File: config.mk
export PLATFORM = sky130hd
export DESIGN_NAME = sine_oscillator_with_glide_core_flat
export DESIGN_NICKNAME = d
export VERILOG_FILES = /design/src/hw/rtl/sog_pkg.sv /design/src/hw/rtl/sog_stream_if.sv /design/src/hw/rtl/sog_ctrl.sv /design/src/hw/rtl/sog_datapath.sv /design/src/hw/rtl/sine_oscillator_with_glide_core.sv /design/src/flat_wrapper.sv
export SDC_FILE = /design/constraint.sdc
export NUM_CORES = 2
export LEC_CHECK = 0
export ABC_AREA = 1
export BUFFER_PORTS_ARGS = -buffer_cell sky130_fd_sc_hd__clkbuf_2
export CORE_MARGIN = 2
export CORE_UTILIZATION = 55
export DETAILED_ROUTE_END_ITERATION = 6
export GPL_TIMING_DRIVEN = 0
export PLACE_DENSITY = 0.77
export SLEW_MARGIN = 40
export SYNTH_ARGS = -nofsm -noshare
export SYNTH_HDL_FRONTEND = slang
export SYNTH_SLANG_ARGS = --single-unit
File: constraint.sdc
create_clock -name clk -period 20.6 [get_ports clk]
set_clock_uncertainty 0.05 [all_clocks]
set_input_delay 4.12 -clock clk [delete_from_list [all_inputs] [get_ports clk]]
set_output_delay 4.12 -clock clk [all_outputs]
set_load 0.05 [all_outputs]
File: src/hw/rtl/sog_pkg.sv
// shared types, constants and sine table generator for the glide oscillator
`timescale 1ns / 1ps

package sog_pkg;

  // field and state widths
  localparam int TGT_W     = 24;  // target frequency, signed, 8 fraction bits
  localparam int COEFF_W   = 24;  // glide coefficient, unsigned Q0.24
  localparam int FREQ_W    = 40;  // smoothed frequency, signed, 24 fraction bits
  localparam int FREQ_FRAC = 24;
  localparam int TGT_SHIFT = 16;  // target fraction bits widened from 8 to 24
  localparam int DIFF_W    = FREQ_W + 1;

  localparam logic [COEFF_W-1:0] COEFF_RESET = 24'd16759749;

  // divide by 48000 = 128 * 375: shift, then radix-256 long division by 375
  localparam int PRESHIFT = 7;
  localparam int ODD_DIV  = 375;
  localparam int DIGIT_W  = 8;
  localparam int REM_W    = 9;

  // cordic for the sine table
  localparam int     CORDIC_STEPS = 31;
  localparam longint CORDIC_K     = 64'sd652032874;
  localparam longint TURN_HALF    = 64'sh0000_0000_8000_0000;
  localparam longint TURN_QUARTER = 64'sh0000_0000_4000_0000;
  localparam longint ROUND_HALF   = 64'sh0000_0000_2000_0000;

  localparam longint ARC_TAB [CORDIC_STEPS] = '{
    64'sd536870912, 64'sd316933406, 64'sd167458907, 64'sd85004756, 64'sd42667331,
    64'sd21354465, 64'sd10679838, 64'sd5340245, 64'sd2670163, 64'sd1335087,
    64'sd667544, 64'sd333772, 64'sd166886, 64'sd83443, 64'sd41722, 64'sd20861,
    64'sd10430, 64'sd5215, 64'sd2608, 64'sd1304, 64'sd652, 64'sd326, 64'sd163,
    64'sd81, 64'sd41, 64'sd20, 64'sd10, 64'sd5, 64'sd3, 64'sd1, 64'sd1
  };

  // controller to datapath
  typedef struct packed {
    logic load;
    logic diff;
    logic rd_e0;
    logic rd_e1;
    logic mul_hi;
    logic mul_lo;
    logic emit;
    logic div_load;
    logic div_step;
    logic phase_step;
  } cmd_t;

  // datapath to controller
  typedef struct packed {
    logic slot_free;
    logic div_last;
  } status_t;

  // one sine table entry, evaluated at elaboration
  function automatic longint sine_entry(int k, int addr_bits, int out_bits);
    longint a;
    longint s;
    longint x;
    longint y;
    longint z;
    longint dx;
    longint dy;
    longint mag;
    longint amp;
    longint v;
    a = (longint'(k) << (32 - addr_bits)) & 64'sh0000_0000_FFFF_FFFF;
    s = (a >= TURN_HALF) ? a - (TURN_HALF + TURN_HALF) : a;
    if (s > TURN_QUARTER) begin
      s = TURN_HALF - s;
    end else if (s < -TURN_QUARTER) begin
      s = -TURN_HALF - s;
    end
    x = CORDIC_K;
    y = 0;
    z = s;
    for (int i = 0; i < CORDIC_STEPS; i++) begin
      dx = y >>> i;
      dy = x >>> i;
      if (z >= 0) begin
        x = x - dx;
        y = y + dy;
        z = z - ARC_TAB[i];
      end else begin
        x = x + dx;
        y = y - dy;
        z = z + ARC_TAB[i];
      end
    end
    mag = (y < 0) ? -y : y;
    amp = (64'sd1 <<< (out_bits - 1)) - 64'sd1;
    v = (mag * amp + ROUND_HALF) >>> 30;
    if (v > amp) begin
      v = amp;
    end
    return (y < 0) ? -v : v;
  endfunction

endpackage

File: src/hw/rtl/sog_stream_if.sv
// valid/ready stream interfaces for the oscillator input and sample output
`timescale 1ns / 1ps

interface sog_in_if;
  logic                               valid;
  logic                               ready;
  logic signed [sog_pkg::TGT_W-1:0]   target_freq;
  logic                               phase_reset;

  modport source (output valid, output target_freq, output phase_reset, input ready);
  modport sink (input valid, input target_freq, input phase_reset, output ready);
endinterface

interface sog_out_if #(
  parameter int OUT_BITS = 16
);
  logic                       valid;
  logic                       ready;
  logic signed [OUT_BITS-1:0] sample;

  modport source (output valid, output sample, input ready);
  modport sink (input valid, input sample, output ready);
endinterface

File: src/hw/rtl/sog_ctrl.sv
// sequencing state machine for the glide oscillator
`timescale 1ns / 1ps

module sog_ctrl (
  input  logic             clk,
  input  logic             rst,
  input  logic             in_valid,
  input  sog_pkg::status_t status,
  output logic             in_ready,
  output sog_pkg::cmd_t    cmd
);

  typedef enum logic [2:0] {
    S_IDLE,
    S_DIFF,
    S_MULHI,
    S_MULLO,
    S_EMIT,
    S_DLOAD,
    S_DIV,
    S_PHASE
  } state_t;

  state_t state;

  always_ff @(posedge clk) begin
    if (rst) begin
      state    <= S_IDLE;
      in_ready <= 1'b0;
    end else begin
      unique case (state)
        S_IDLE: begin
          if (in_ready && in_valid) begin
            state    <= S_DIFF;
            in_ready <= 1'b0;
          end else begin
            in_ready <= 1'b1;
          end
        end
        S_DIFF:  state <= S_MULHI;
        S_MULHI: state <= S_MULLO;
        S_MULLO: state <= S_EMIT;
        S_EMIT: begin
          if (status.slot_free) begin
            state <= S_DLOAD;
          end
        end
        S_DLOAD: state <= S_DIV;
        S_DIV: begin
          if (status.div_last) begin
            state <= S_PHASE;
          end
        end
        S_PHASE: begin
          state    <= S_IDLE;
          in_ready <= 1'b1;
        end
      endcase
    end
  end

  always_comb begin
    cmd = '0;
    unique case (state)
      S_IDLE:  cmd.load = in_ready && in_valid;
      S_DIFF: begin
        cmd.diff  = 1'b1;
        cmd.rd_e0 = 1'b1;
      end
      S_MULHI: begin
        cmd.mul_hi = 1'b1;
        cmd.rd_e1  = 1'b1;
      end
      S_MULLO: cmd.mul_lo     = 1'b1;
      S_EMIT:  cmd.emit       = status.slot_free;
      S_DLOAD: cmd.div_load   = 1'b1;
      S_DIV:   cmd.div_step   = 1'b1;
      S_PHASE: cmd.phase_step = 1'b1;
    endcase
  end

endmodule

File: src/hw/rtl/sog_datapath.sv
// glide, sine table, interpolation, increment divider and phase accumulator
`timescale 1ns / 1ps

module sog_datapath #(
  parameter int PHASE_BITS      = 32,
  parameter int TABLE_ADDR_BITS = 10,
  parameter int OUT_BITS        = 16
) (
  input  logic                             clk,
  input  logic                             rst,
  input  logic                             cfg_wr_en,
  input  logic [sog_pkg::COEFF_W-1:0]      cfg_wr_data,
  input  logic signed [sog_pkg::TGT_W-1:0] target_freq,
  input  logic                             phase_reset,
  input  sog_pkg::cmd_t                    cmd,
  output sog_pkg::status_t                 status,
  input  logic                             out_ready,
  output logic                             out_valid,
  output logic signed [OUT_BITS-1:0]       sample
);

  localparam int COEFF_W    = sog_pkg::COEFF_W;
  localparam int FREQ_W     = sog_pkg::FREQ_W;
  localparam int DIFF_W     = sog_pkg::DIFF_W;
  localparam int TGT_W      = sog_pkg::TGT_W;
  localparam int TGT_SHIFT  = sog_pkg::TGT_SHIFT;
  localparam int DIGIT_W    = sog_pkg::DIGIT_W;
  localparam int REM_W      = sog_pkg::REM_W;
  localparam int DEPTH      = 2 ** TABLE_ADDR_BITS;
  localparam int ADDR_SHIFT = PHASE_BITS - TABLE_ADDR_BITS;
  localparam int FRAC_BITS  = (ADDR_SHIFT < 16) ? ADDR_SHIFT : 16;
  localparam int INC_UP     = (PHASE_BITS >= sog_pkg::FREQ_FRAC) ?
                              PHASE_BITS - sog_pkg::FREQ_FRAC : 0;
  localparam int INC_DN     = (PHASE_BITS >= sog_pkg::FREQ_FRAC) ?
                              0 : sog_pkg::FREQ_FRAC - PHASE_BITS;
  localparam int MW         = FREQ_W + INC_UP;
  localparam int DIVW       = MW - INC_DN - sog_pkg::PRESHIFT;
  localparam int DIG        = (DIVW + DIGIT_W - 1) / DIGIT_W;
  localparam int DIVP       = DIG * DIGIT_W;
  localparam int CNT_W      = $clog2(DIG);
  localparam int IPW        = OUT_BITS + FRAC_BITS + 2;

  localparam logic [IPW-1:0]   FRAC_MASK = IPW'((1 << FRAC_BITS) - 1);
  localparam logic [REM_W:0]   DIV_ODD   = (REM_W + 1)'(sog_pkg::ODD_DIV);

  function automatic logic [DEPTH*OUT_BITS-1:0] build_rom();
    logic [DEPTH*OUT_BITS-1:0] bits;
    bits = '0;
    for (int k = 0; k < DEPTH; k++) begin
      bits[k*OUT_BITS +: OUT_BITS] =
        OUT_BITS'(sog_pkg::sine_entry(k, TABLE_ADDR_BITS, OUT_BITS));
    end
    return bits;
  endfunction

  localparam logic [DEPTH*OUT_BITS-1:0] ROM_BITS = build_rom();

  // state and config
  logic [COEFF_W-1:0]       coeff;
  logic signed [FREQ_W-1:0] cur;
  logic [PHASE_BITS-1:0]    phase;

  // glide
  logic signed [TGT_W-1:0]  tgt;
  logic signed [DIFF_W-1:0] tgt_ext;
  logic signed [DIFF_W-1:0] diff;
  logic [DIFF_W-1:0]        mag;
  logic                     dneg;
  logic [DIFF_W-1:0]        prod_hi;
  logic [COEFF_W-1:0]       prod_lo;
  logic [2*COEFF_W-1:0]     lo_full;
  logic [DIFF_W-1:0]        prod_sum;
  logic signed [DIFF_W-1:0] cur_wide;

  // table and interpolation
  logic [TABLE_ADDR_BITS-1:0] idx;
  logic [TABLE_ADDR_BITS-1:0] rd_addr;
  logic [FRAC_BITS-1:0]       frac;
  logic signed [OUT_BITS-1:0] rom_q;
  logic signed [OUT_BITS-1:0] e0;
  logic signed [OUT_BITS:0]   edge_diff;
  logic signed [IPW-1:0]      ip_full;
  logic signed [IPW-1:0]      ip;
  logic signed [IPW-1:0]      ip_adj;
  logic signed [IPW-1:0]      delta;
  logic [OUT_BITS-1:0]        sample_next;

  // increment divider
  logic [FREQ_W-1:0] cur_mag;
  logic [MW-1:0]     m_up;
  logic [DIVP-1:0]   num;
  logic [DIVP-1:0]   quot;
  logic [REM_W-1:0]  rem;
  logic [REM_W-1:0]  rem_next;
  logic [REM_W:0]    trial;
  logic [DIGIT_W-1:0] digit;
  logic [CNT_W-1:0]  cnt;

  // glide arithmetic
  assign tgt_ext  = {{(DIFF_W - TGT_W - TGT_SHIFT){tgt[TGT_W-1]}}, tgt, {TGT_SHIFT{1'b0}}};
  assign diff     = {cur[FREQ_W-1], cur} - tgt_ext;
  assign lo_full  = (2*COEFF_W)'(mag[COEFF_W-1:0]) * (2*COEFF_W)'(coeff);
  assign prod_sum = prod_hi + DIFF_W'(prod_lo);
  assign cur_wide = dneg ? tgt_ext - $signed(prod_sum) : tgt_ext + $signed(prod_sum);

  // table addressing
  assign idx     = phase[PHASE_BITS-1 -: TABLE_ADDR_BITS];
  assign frac    = phase[ADDR_SHIFT-1 -: FRAC_BITS];
  assign rd_addr = cmd.rd_e1 ? idx + 1'b1 : idx;

  // interpolation, truncated toward zero
  assign edge_diff   = {rom_q[OUT_BITS-1], rom_q} - {e0[OUT_BITS-1], e0};
  assign ip_full     = edge_diff * $signed({1'b0, frac});
  assign ip_adj      = ip[IPW-1] ? ip + $signed(FRAC_MASK) : ip;
  assign delta       = ip_adj >>> FRAC_BITS;
  assign sample_next = e0 + delta[OUT_BITS-1:0];

  // increment numerator
  assign cur_mag = cur[FREQ_W-1] ? FREQ_W'(-cur) : FREQ_W'(cur);
  assign m_up    = MW'(cur_mag) << INC_UP;

  // one radix-256 quotient digit against 375
  always_comb begin
    rem_next = rem;
    digit    = '0;
    trial    = '0;
    for (int b = DIGIT_W - 1; b >= 0; b--) begin
      trial = {rem_next, num[DIVP-DIGIT_W+b]};
      if (trial >= DIV_ODD) begin
        rem_next = REM_W'(trial - DIV_ODD);
        digit[b] = 1'b1;
      end else begin
        rem_next = REM_W'(trial);
      end
    end
  end

  assign status.slot_free = !out_valid || out_ready;
  assign status.div_last  = (cnt == CNT_W'(DIG - 1));

  // control and architectural state
  always_ff @(posedge clk) begin
    if (rst) begin
      coeff     <= sog_pkg::COEFF_RESET;
      cur       <= '0;
      phase     <= '0;
      out_valid <= 1'b0;
    end else begin
      if (cfg_wr_en) begin
        coeff <= cfg_wr_data;
      end
      if (cmd.load && phase_reset) begin
        phase <= '0;
      end else if (cmd.phase_step) begin
        phase <= cur[FREQ_W-1] ? phase - quot[PHASE_BITS-1:0]
                               : phase + quot[PHASE_BITS-1:0];
      end
      if (cmd.emit) begin
        cur       <= FREQ_W'(cur_wide);
        out_valid <= 1'b1;
      end else if (out_ready) begin
        out_valid <= 1'b0;
      end
    end
  end

  // working registers
  always_ff @(posedge clk) begin
    if (cmd.load) begin
      tgt <= target_freq;
    end
    if (cmd.diff) begin
      dneg <= diff[DIFF_W-1];
      mag  <= diff[DIFF_W-1] ? DIFF_W'(-diff) : DIFF_W'(diff);
    end
    if (cmd.mul_hi) begin
      prod_hi <= DIFF_W'(mag[DIFF_W-1:COEFF_W] * coeff);
    end
    if (cmd.mul_lo) begin
      prod_lo <= lo_full[2*COEFF_W-1:COEFF_W];
      ip      <= ip_full;
    end
    if (cmd.rd_e0 || cmd.rd_e1) begin
      rom_q <= ROM_BITS[rd_addr*OUT_BITS +: OUT_BITS];
    end
    if (cmd.rd_e1) begin
      e0 <= rom_q;
    end
    if (cmd.emit) begin
      sample <= sample_next;
    end
    if (cmd.div_load) begin
      num <= DIVP'(m_up >> (INC_DN + sog_pkg::PRESHIFT));
      rem <= '0;
      cnt <= '0;
    end else if (cmd.div_step) begin
      num  <= num << DIGIT_W;
      rem  <= rem_next;
      quot <= {quot[DIVP-DIGIT_W-1:0], digit};
      cnt  <= cnt + 1'b1;
    end
  end

endmodule

File: src/hw/rtl/sine_oscillator_with_glide_core.sv
// top level of the sine oscillator with frequency glide
`timescale 1ns / 1ps

// usage
//   in_ch carries one transaction per 48 kHz sample tick: target_freq (signed Hz,
//   8 fraction bits) and phase_reset. out_ch returns exactly one sample transaction
//   per input transaction, in order, as a signed amplitude of OUT_BITS bits.
//   cfg_wr_en/cfg_wr_data write the glide coefficient (unsigned Q0.24); write it
//   only while no sample is in flight.
// sample timing
//   out_ch.valid is set by the emit state, after diff, mul_hi and mul_lo; the sine
//   uses the phase before this tick's advance, after an optional phase reset
// sequencing
//   one input at a time, the next accepted only after the phase advance; the
//   phase increment comes from a long divide by 48000 that yields 8 quotient
//   bits per cycle
// reset
//   rst (synchronous) restores the default coefficient exp(-1/960), zeroes the
//   smoothed frequency and phase, and drops out_ch.valid; in_ch.ready comes up
//   the cycle after rst is released
// stalls
//   the finished sample sits in an output register; the next input is taken
//   while it waits, and the block holds only if that sample is still unclaimed
//   when the next one is ready

module sine_oscillator_with_glide_core #(
  parameter int PHASE_BITS      = 32,
  parameter int TABLE_ADDR_BITS = 10,
  parameter int OUT_BITS        = 16
) (
  input  logic                        clk,
  input  logic                        rst,
  input  logic                        cfg_wr_en,
  input  logic [sog_pkg::COEFF_W-1:0] cfg_wr_data,
  sog_in_if.sink                      in_ch,
  sog_out_if.source                   out_ch
);

  sog_pkg::cmd_t    cmd;
  sog_pkg::status_t status;

  logic                       ready_int;
  logic                       valid_int;
  logic signed [OUT_BITS-1:0] sample_int;

  // sequencer: one transaction at a time through glide, table, divide, phase
  sog_ctrl u_ctrl (
    .clk      (clk),
    .rst      (rst),
    .in_valid (in_ch.valid),
    .status   (status),
    .in_ready (ready_int),
    .cmd      (cmd)
  );

  // arithmetic and the datapath state registers
  sog_datapath #(
    .PHASE_BITS      (PHASE_BITS),
    .TABLE_ADDR_BITS (TABLE_ADDR_BITS),
    .OUT_BITS        (OUT_BITS)
  ) u_datapath (
    .clk         (clk),
    .rst         (rst),
    .cfg_wr_en   (cfg_wr_en),
    .cfg_wr_data (cfg_wr_data),
    .target_freq (in_ch.target_freq),
    .phase_reset (in_ch.phase_reset),
    .cmd         (cmd),
    .status      (status),
    .out_ready   (out_ch.ready),
    .out_valid   (valid_int),
    .sample      (sample_int)
  );

  assign in_ch.ready   = ready_int;
  assign out_ch.valid  = valid_int;
  assign out_ch.sample = OUT_BITS'(sample_int);

endmodule

File: src/flat_wrapper.sv
// flat-port wrapper written by rule: the top's interface ports become plain ports
module sine_oscillator_with_glide_core_flat 
#(
  parameter int PHASE_BITS      = 32,
  parameter int TABLE_ADDR_BITS = 10,
  parameter int OUT_BITS        = 16
)
  (clk, rst, cfg_wr_en, cfg_wr_data, in_ch_valid, in_ch_target_freq, in_ch_phase_reset, in_ch_ready, out_ch_valid, out_ch_sample, out_ch_ready);
  sog_in_if in_ch_i ();
  sog_out_if #(.OUT_BITS(OUT_BITS)) out_ch_i ();
  input  logic clk;
  input  logic rst;
  input  logic cfg_wr_en;
  input  logic [sog_pkg::COEFF_W-1:0] cfg_wr_data;
  input wire logic [$bits(in_ch_i.valid)-1:0] in_ch_valid;
  input wire logic [$bits(in_ch_i.target_freq)-1:0] in_ch_target_freq;
  input wire logic [$bits(in_ch_i.phase_reset)-1:0] in_ch_phase_reset;
  output wire logic [$bits(in_ch_i.ready)-1:0] in_ch_ready;
  output wire logic [$bits(out_ch_i.valid)-1:0] out_ch_valid;
  output wire logic [$bits(out_ch_i.sample)-1:0] out_ch_sample;
  input wire logic [$bits(out_ch_i.ready)-1:0] out_ch_ready;
  assign in_ch_i.valid = in_ch_valid;
  assign in_ch_i.target_freq = in_ch_target_freq;
  assign in_ch_i.phase_reset = in_ch_phase_reset;
  assign in_ch_ready = in_ch_i.ready;
  assign out_ch_valid = out_ch_i.valid;
  assign out_ch_sample = out_ch_i.sample;
  assign out_ch_i.ready = out_ch_ready;
  sine_oscillator_with_glide_core #(.PHASE_BITS(PHASE_BITS), .TABLE_ADDR_BITS(TABLE_ADDR_BITS), .OUT_BITS(OUT_BITS)) u_core (.clk(clk), .rst(rst), .cfg_wr_en(cfg_wr_en), .cfg_wr_data(cfg_wr_data), .in_ch(in_ch_i), .out_ch(out_ch_i));
endmodule
==> impl_metrics.env, run 1 <==
export IMPL_flow_first_error="[ERROR GRT-0232] Routing congestion too high. Check the congestion heatmap in the GUI."
export IMPL_flip_flop_and_latch_count_after_synthesis=403
export IMPL_netlist_instances=9978
export IMPL_ctsResizeCount=0
export IMPL_gr_usage_all_layers_pct=64.5
export IMPL_synthDominantAreaCellType="sky130_fd_sc_hd__fa_1"
export IMPL_grt_antenna_before_repair=74
export IMPL_numPlacedInstances=11900
export IMPL_ioPinCount=72
export IMPL_failed_stage="global routing (5_1_grt)"
export IMPL_htree_levels=2
export IMPL_cts_hold_buffers=0
export IMPL_synth_net_count=11700
export IMPL_postSynth_topFlopCell="sky130_fd_sc_hd__edfxtp_1"
export IMPL_die_span_y_um=375
export IMPL_synth_edf_count=283
export IMPL_yosysUniqueCellTypes=69
export IMPL_fp_dieW_um=375
export IMPL_sum_of_net_half_perimeters_after_detailed_placement_um=326000
export IMPL_globalplace_congestion=1.32
export IMPL_globalRouteOverflowTotal=56
export IMPL_cts_made_buffers=48
export IMPL_synth_yosys_seq_area_share_pct=14.4
export IMPL_cts_max_path_bufs=3
export IMPL_numPortBuffers=70
export IMPL_ys_top_cells_by_area="sky130_fd_sc_hd__fa_1 29%, sky130_fd_sc_hd__edfxtp_1 11%, sky130_fd_sc_hd__nand2_1 11%"
export IMPL_status="aborted with a tool error"
export IMPL_synth_async_sr_flop_share_pct=0
export IMPL_grt_max_degree=42
export IMPL_yosys_warnings=0
export IMPL_row_count=136
export IMPL_synth_top_area_share_pct=28.9
export IMPL_cts_setup_buffers=0
export IMPL_synth_area_per_cell_um2=7.58
export IMPL_dpl_cell_area_um2=79600
export IMPL_cts_root_buffer="sky130_fd_sc_hd__clkbuf_16"
export IMPL_post_synth_instance_area_um2=75700
export IMPL_floorplan_initialDensity_pct=55.2
export IMPL_cts_sink_count=403
-- per-stage QoR --
| step | setup slack, ps | hold WS [ps] |
|---|---|---|
| CTS | 9520 | 408 |
| detailed placement | 9760 | 397 |
| global placement | 2890 | 392 |
| floorplan | 11600 | 376 |
-- cells by family after synthesis --
logic type | synth area share (%)
AOI/OAI and AO/OA | 11.2
and+or+nand+nor | 18.7
buffers and inverters | 13.2
xor gates and xnor gates | 4.28
muxes | 0.0265
adders and majority gates | 38.2
DFF | 14.4
-- routing by layer --
metal	global-route usage [%]	overflow
met1	67.3	0
met2	83.1	25
met3	45.0	3
met4	58.3	28
met5	24.3	0
-- Yosys cell counts (all sizes together), types with 120 or more instances --
cell	instances
nand2	2239
dfxtp	120
fa	1094
nand3	377
a21oi	558
xor2	272
o21ai	478
nor2	643
edfxtp	283
clkbuf	410
ha	560
inv	2182
==> run 2, diff against run 1 <==
CORE_UTILIZATION = 40   (was 55)
PLACE_DENSITY = default   (was 0.77)
PLACE_DENSITY_LB_ADDON = 0.15   (was default)
==> impl_metrics.env, run 2 <==
export IMPL_ratio_of_cells_with_drive_above_1_in_the_final_layout_pct=6.57
export IMPL_grt_busiest_layer="met2"
export IMPL_status="finished with violations"
export IMPL_tritoncts_clock_tree="done"
export IMPL_drv_max_cap_violation_count=0
export IMPL_drc=3
export IMPL_cts_setup_buffers=0
export IMPL_post_route_min_period_ps=10440
export IMPL_setup_viol=0
export IMPL_ys_top_cells_by_area="sky130_fd_sc_hd__fa_1 29%, sky130_fd_sc_hd__edfxtp_1 11%, sky130_fd_sc_hd__nand2_1 11%"
export IMPL_yosysUniqueCellTypes=69
export IMPL_post_synth_instance_area_um2=75700
export IMPL_most_repeated_library_cell_on_the_critical_path="sky130_fd_sc_hd__nand2_1"
export IMPL_synth_net_count=11700
export IMPL_sum_of_net_half_perimeters_after_detailed_placement_um=355000
export IMPL_detail_route_wirelength_um=429000
export IMPL_route_detailed_wl_per_inst_um=33.6
export IMPL_worstRegToRegCells=49
export IMPL_grt_max_degree=42
export IMPL_fp_dieArea_um2=193000
export IMPL_cts_made_buffers=51
export IMPL_report_final_slew_viol_count=0
export IMPL_detail_route_iter0_violations=9139
export IMPL_floorplan_initialDensity_pct=40.3
export IMPL_layout_commonest_cell="sky130_fd_sc_hd__nand2_1"
export IMPL_yosys_warnings=0
export IMPL_area_growth_pct=10.6
export IMPL_row_count=159
export IMPL_synth_yosys_seq_area_share_pct=14.4
export IMPL_critPathArrivalTime_ps=10750
export IMPL_globalRouteOverflowTotal=0
export IMPL_cts_root_buffer="sky130_fd_sc_hd__clkbuf_16"
export IMPL_crit_path_max_incr_delay_ps=610
export IMPL_flip_flop_and_latch_count_after_synthesis=403
export IMPL_finish_net_count=11900
export IMPL_violated_checks="design-rule violations"
export IMPL_groute_layer_met3_usage_pct=15.8
export IMPL_crit_required_ps=20910
export IMPL_cts_hold_buffers=0
export IMPL_hp_class="flip-flop to flip-flop"
export IMPL_synth_area_per_cell_um2=7.58
export IMPL_rsz_0062_raised_after_global_routing="false"
export IMPL_vias_per_cell=5.93
export IMPL_cts_sink_count=403
export IMPL_numPortBuffers=70
export IMPL_grt_met1_usage_pct=57.9
export IMPL_cts_max_path_bufs=3
export IMPL_die_span_y_um=439
export IMPL_netlist_instances=9978
export IMPL_yosysMostFrequentCell="sky130_fd_sc_hd__nand2_1"
export IMPL_tightestPinTransition_ps=1070
export IMPL_final_period_utilization_pct=50.7
export IMPL_first_pass_grt_wire_length_um=585000
export IMPL_core_region_area_um2=188000
export IMPL_largest_registers="u_core.u_datapath.num: 47 flops, u_core.u_datapath.mag: 41 flops"
export IMPL_cp_end_kind="flip-flop"
export IMPL_fmax_mhz=95.7
export IMPL_postSynth_topFlopCell="sky130_fd_sc_hd__edfxtp_1"
export IMPL_layout_setup_ws_ps=10160
export IMPL_crit_slowest_cell="sky130_fd_sc_hd__fa_1"
export IMPL_gr_usage_all_layers_pct=44.0
export IMPL_timing_hold_violations_final=0
export IMPL_whs_path_depth=2
export IMPL_max_flop_register="u_core.u_datapath.num"
export IMPL_startpoint_type="flip-flop"
export IMPL_grt_antenna_before_repair=68
export IMPL_ctsResizeCount=0
export IMPL_timing_critical_path_fanout_max=5
export IMPL_use_met2_pct=62.8
export IMPL_clkLatencyLatePin_ps=680
export IMPL_largest_reg_flops=47
export IMPL_most_common_layout_cells="2183 x sky130_fd_sc_hd__nand2_1, 2165 x sky130_fd_sc_hd__inv_1, 1094 x sky130_fd_sc_hd__fa_1"
export IMPL_cts_clk_slew_worst_paths_ps=60
export IMPL_fp_dieW_um=439
export IMPL_place_ws_ps=10320
export IMPL_synth_async_sr_flop_share_pct=0
export IMPL_vias=75800
export IMPL_synthDominantAreaCellType="sky130_fd_sc_hd__fa_1"
export IMPL_synth_top_area_share_pct=28.9
export IMPL_path_class="flip-flop to flip-flop"
export IMPL_ioPinCount=72
export IMPL_htree_levels=2
export IMPL_worst_slew_margin_rel_pct=28.4
export IMPL_synth_edf_count=283
export IMPL_globalplace_congestion=1.15
export IMPL_antenna_left=0
export IMPL_first_pass_iters=6
export IMPL_grt_pass1_vias=74100
export IMPL_most_common_library_cells_after_synthesis="2187 x sky130_fd_sc_hd__nand2_1, 2171 x sky130_fd_sc_hd__inv_1, 1094 x sky130_fd_sc_hd__fa_1, 632 x sky130_fd_sc_hd__nor2_1, 560 x sky130_fd_sc_hd__ha_1"
[run 2: logic make-up after synthesis]
family                   count (synthesis)  share of synthesized area, %
AND/OR/NAND/NOR                       3456                          18.7
XOR/XNOR                               368                          4.28
AO/OA/AOI/OAI                         1451                          11.2
adder cells (fa/ha/maj)               1654                          38.2
buffers and inverters                 2644                          13.2
multiplexers                             2                        0.0265
flip-flops                             403                          14.4
[run 2: routing by layer]
| layer | vias up | wire (µm) |
|---|---|---|
| li1 | 31500 | - |
| met1 | 38000 | 172000 |
| met2 | 5070 | 175000 |
| met3 | 1201 | 53100 |
| met4 | 38 | 28400 |
| met5 | - | 325 |
[run 2: through the flow]
step                      TNS, ps  hold WS, ps  area [µm²]  cells  utilization (%)
after floorplan                 0          376       75700   9978                -
after global routing            0          430       83600  12800             44.5
after detailed placement        0          400       81800  12600             43.5
after global placement      -1120          399       79100  12500             42.1
final                           0          415       83700  12800             44.6
after CTS                       0          414       83600  12700             44.5
[run 2: worst paths after layout]
kind / from / end / slack, ps
setup / recovery: u_core.u_datapath.e0[0]$_DFFE_PN_ / u_core.u_datapath.ip[33]$_DFFE_PN_ / 10160
hold / removal: u_core.u_datapath.cnt[2]$_SDFFE_PP0P_ / u_core.u_datapath.cnt[2]$_SDFFE_PP0P_ / 410
setup reg to reg: u_core.u_datapath.e0[0]$_DFFE_PN_ / u_core.u_datapath.ip[33]$_DFFE_PN_ / 10160
hold reg to reg: u_core.u_datapath.cnt[2]$_SDFFE_PP0P_ / u_core.u_datapath.cnt[2]$_SDFFE_PP0P_ / 410
[run 2: cell type report]
| type | instances | area, µm² |
|---|---|---|
| Multi-Input combinational cell | 6931 | 55400 |
| Fill cell | 18900 | 104000 |
| Tap cell | 2495 | 3120 |
| Timing Repair Buffer | 175 | 2230 |
| Antenna cell | 37 | 92.6 |
| Inverter | 2201 | 8260 |
| Clock buffer | 64 | 1410 |
| Buffer | 443 | 1940 |
| Clock inverter | 32 | 388 |
| Sequential cell | 403 | 10900 |
[run 2: worst max-delay path: cells and delay by family (launching register included)]
family | cells | cell delay [ps]
fa+ha+maj | 9 | 4010
buf+inv | 4 | 300
simple gates | 23 | 3230
xor+xnor | 1 | 110
compound gates | 12 | 1970
flops | 1 | 500
Power of run 2 is left out: the tool's default activity adds up to more than one toggle a clock period on the data nets, which glitch-free logic cannot reach.
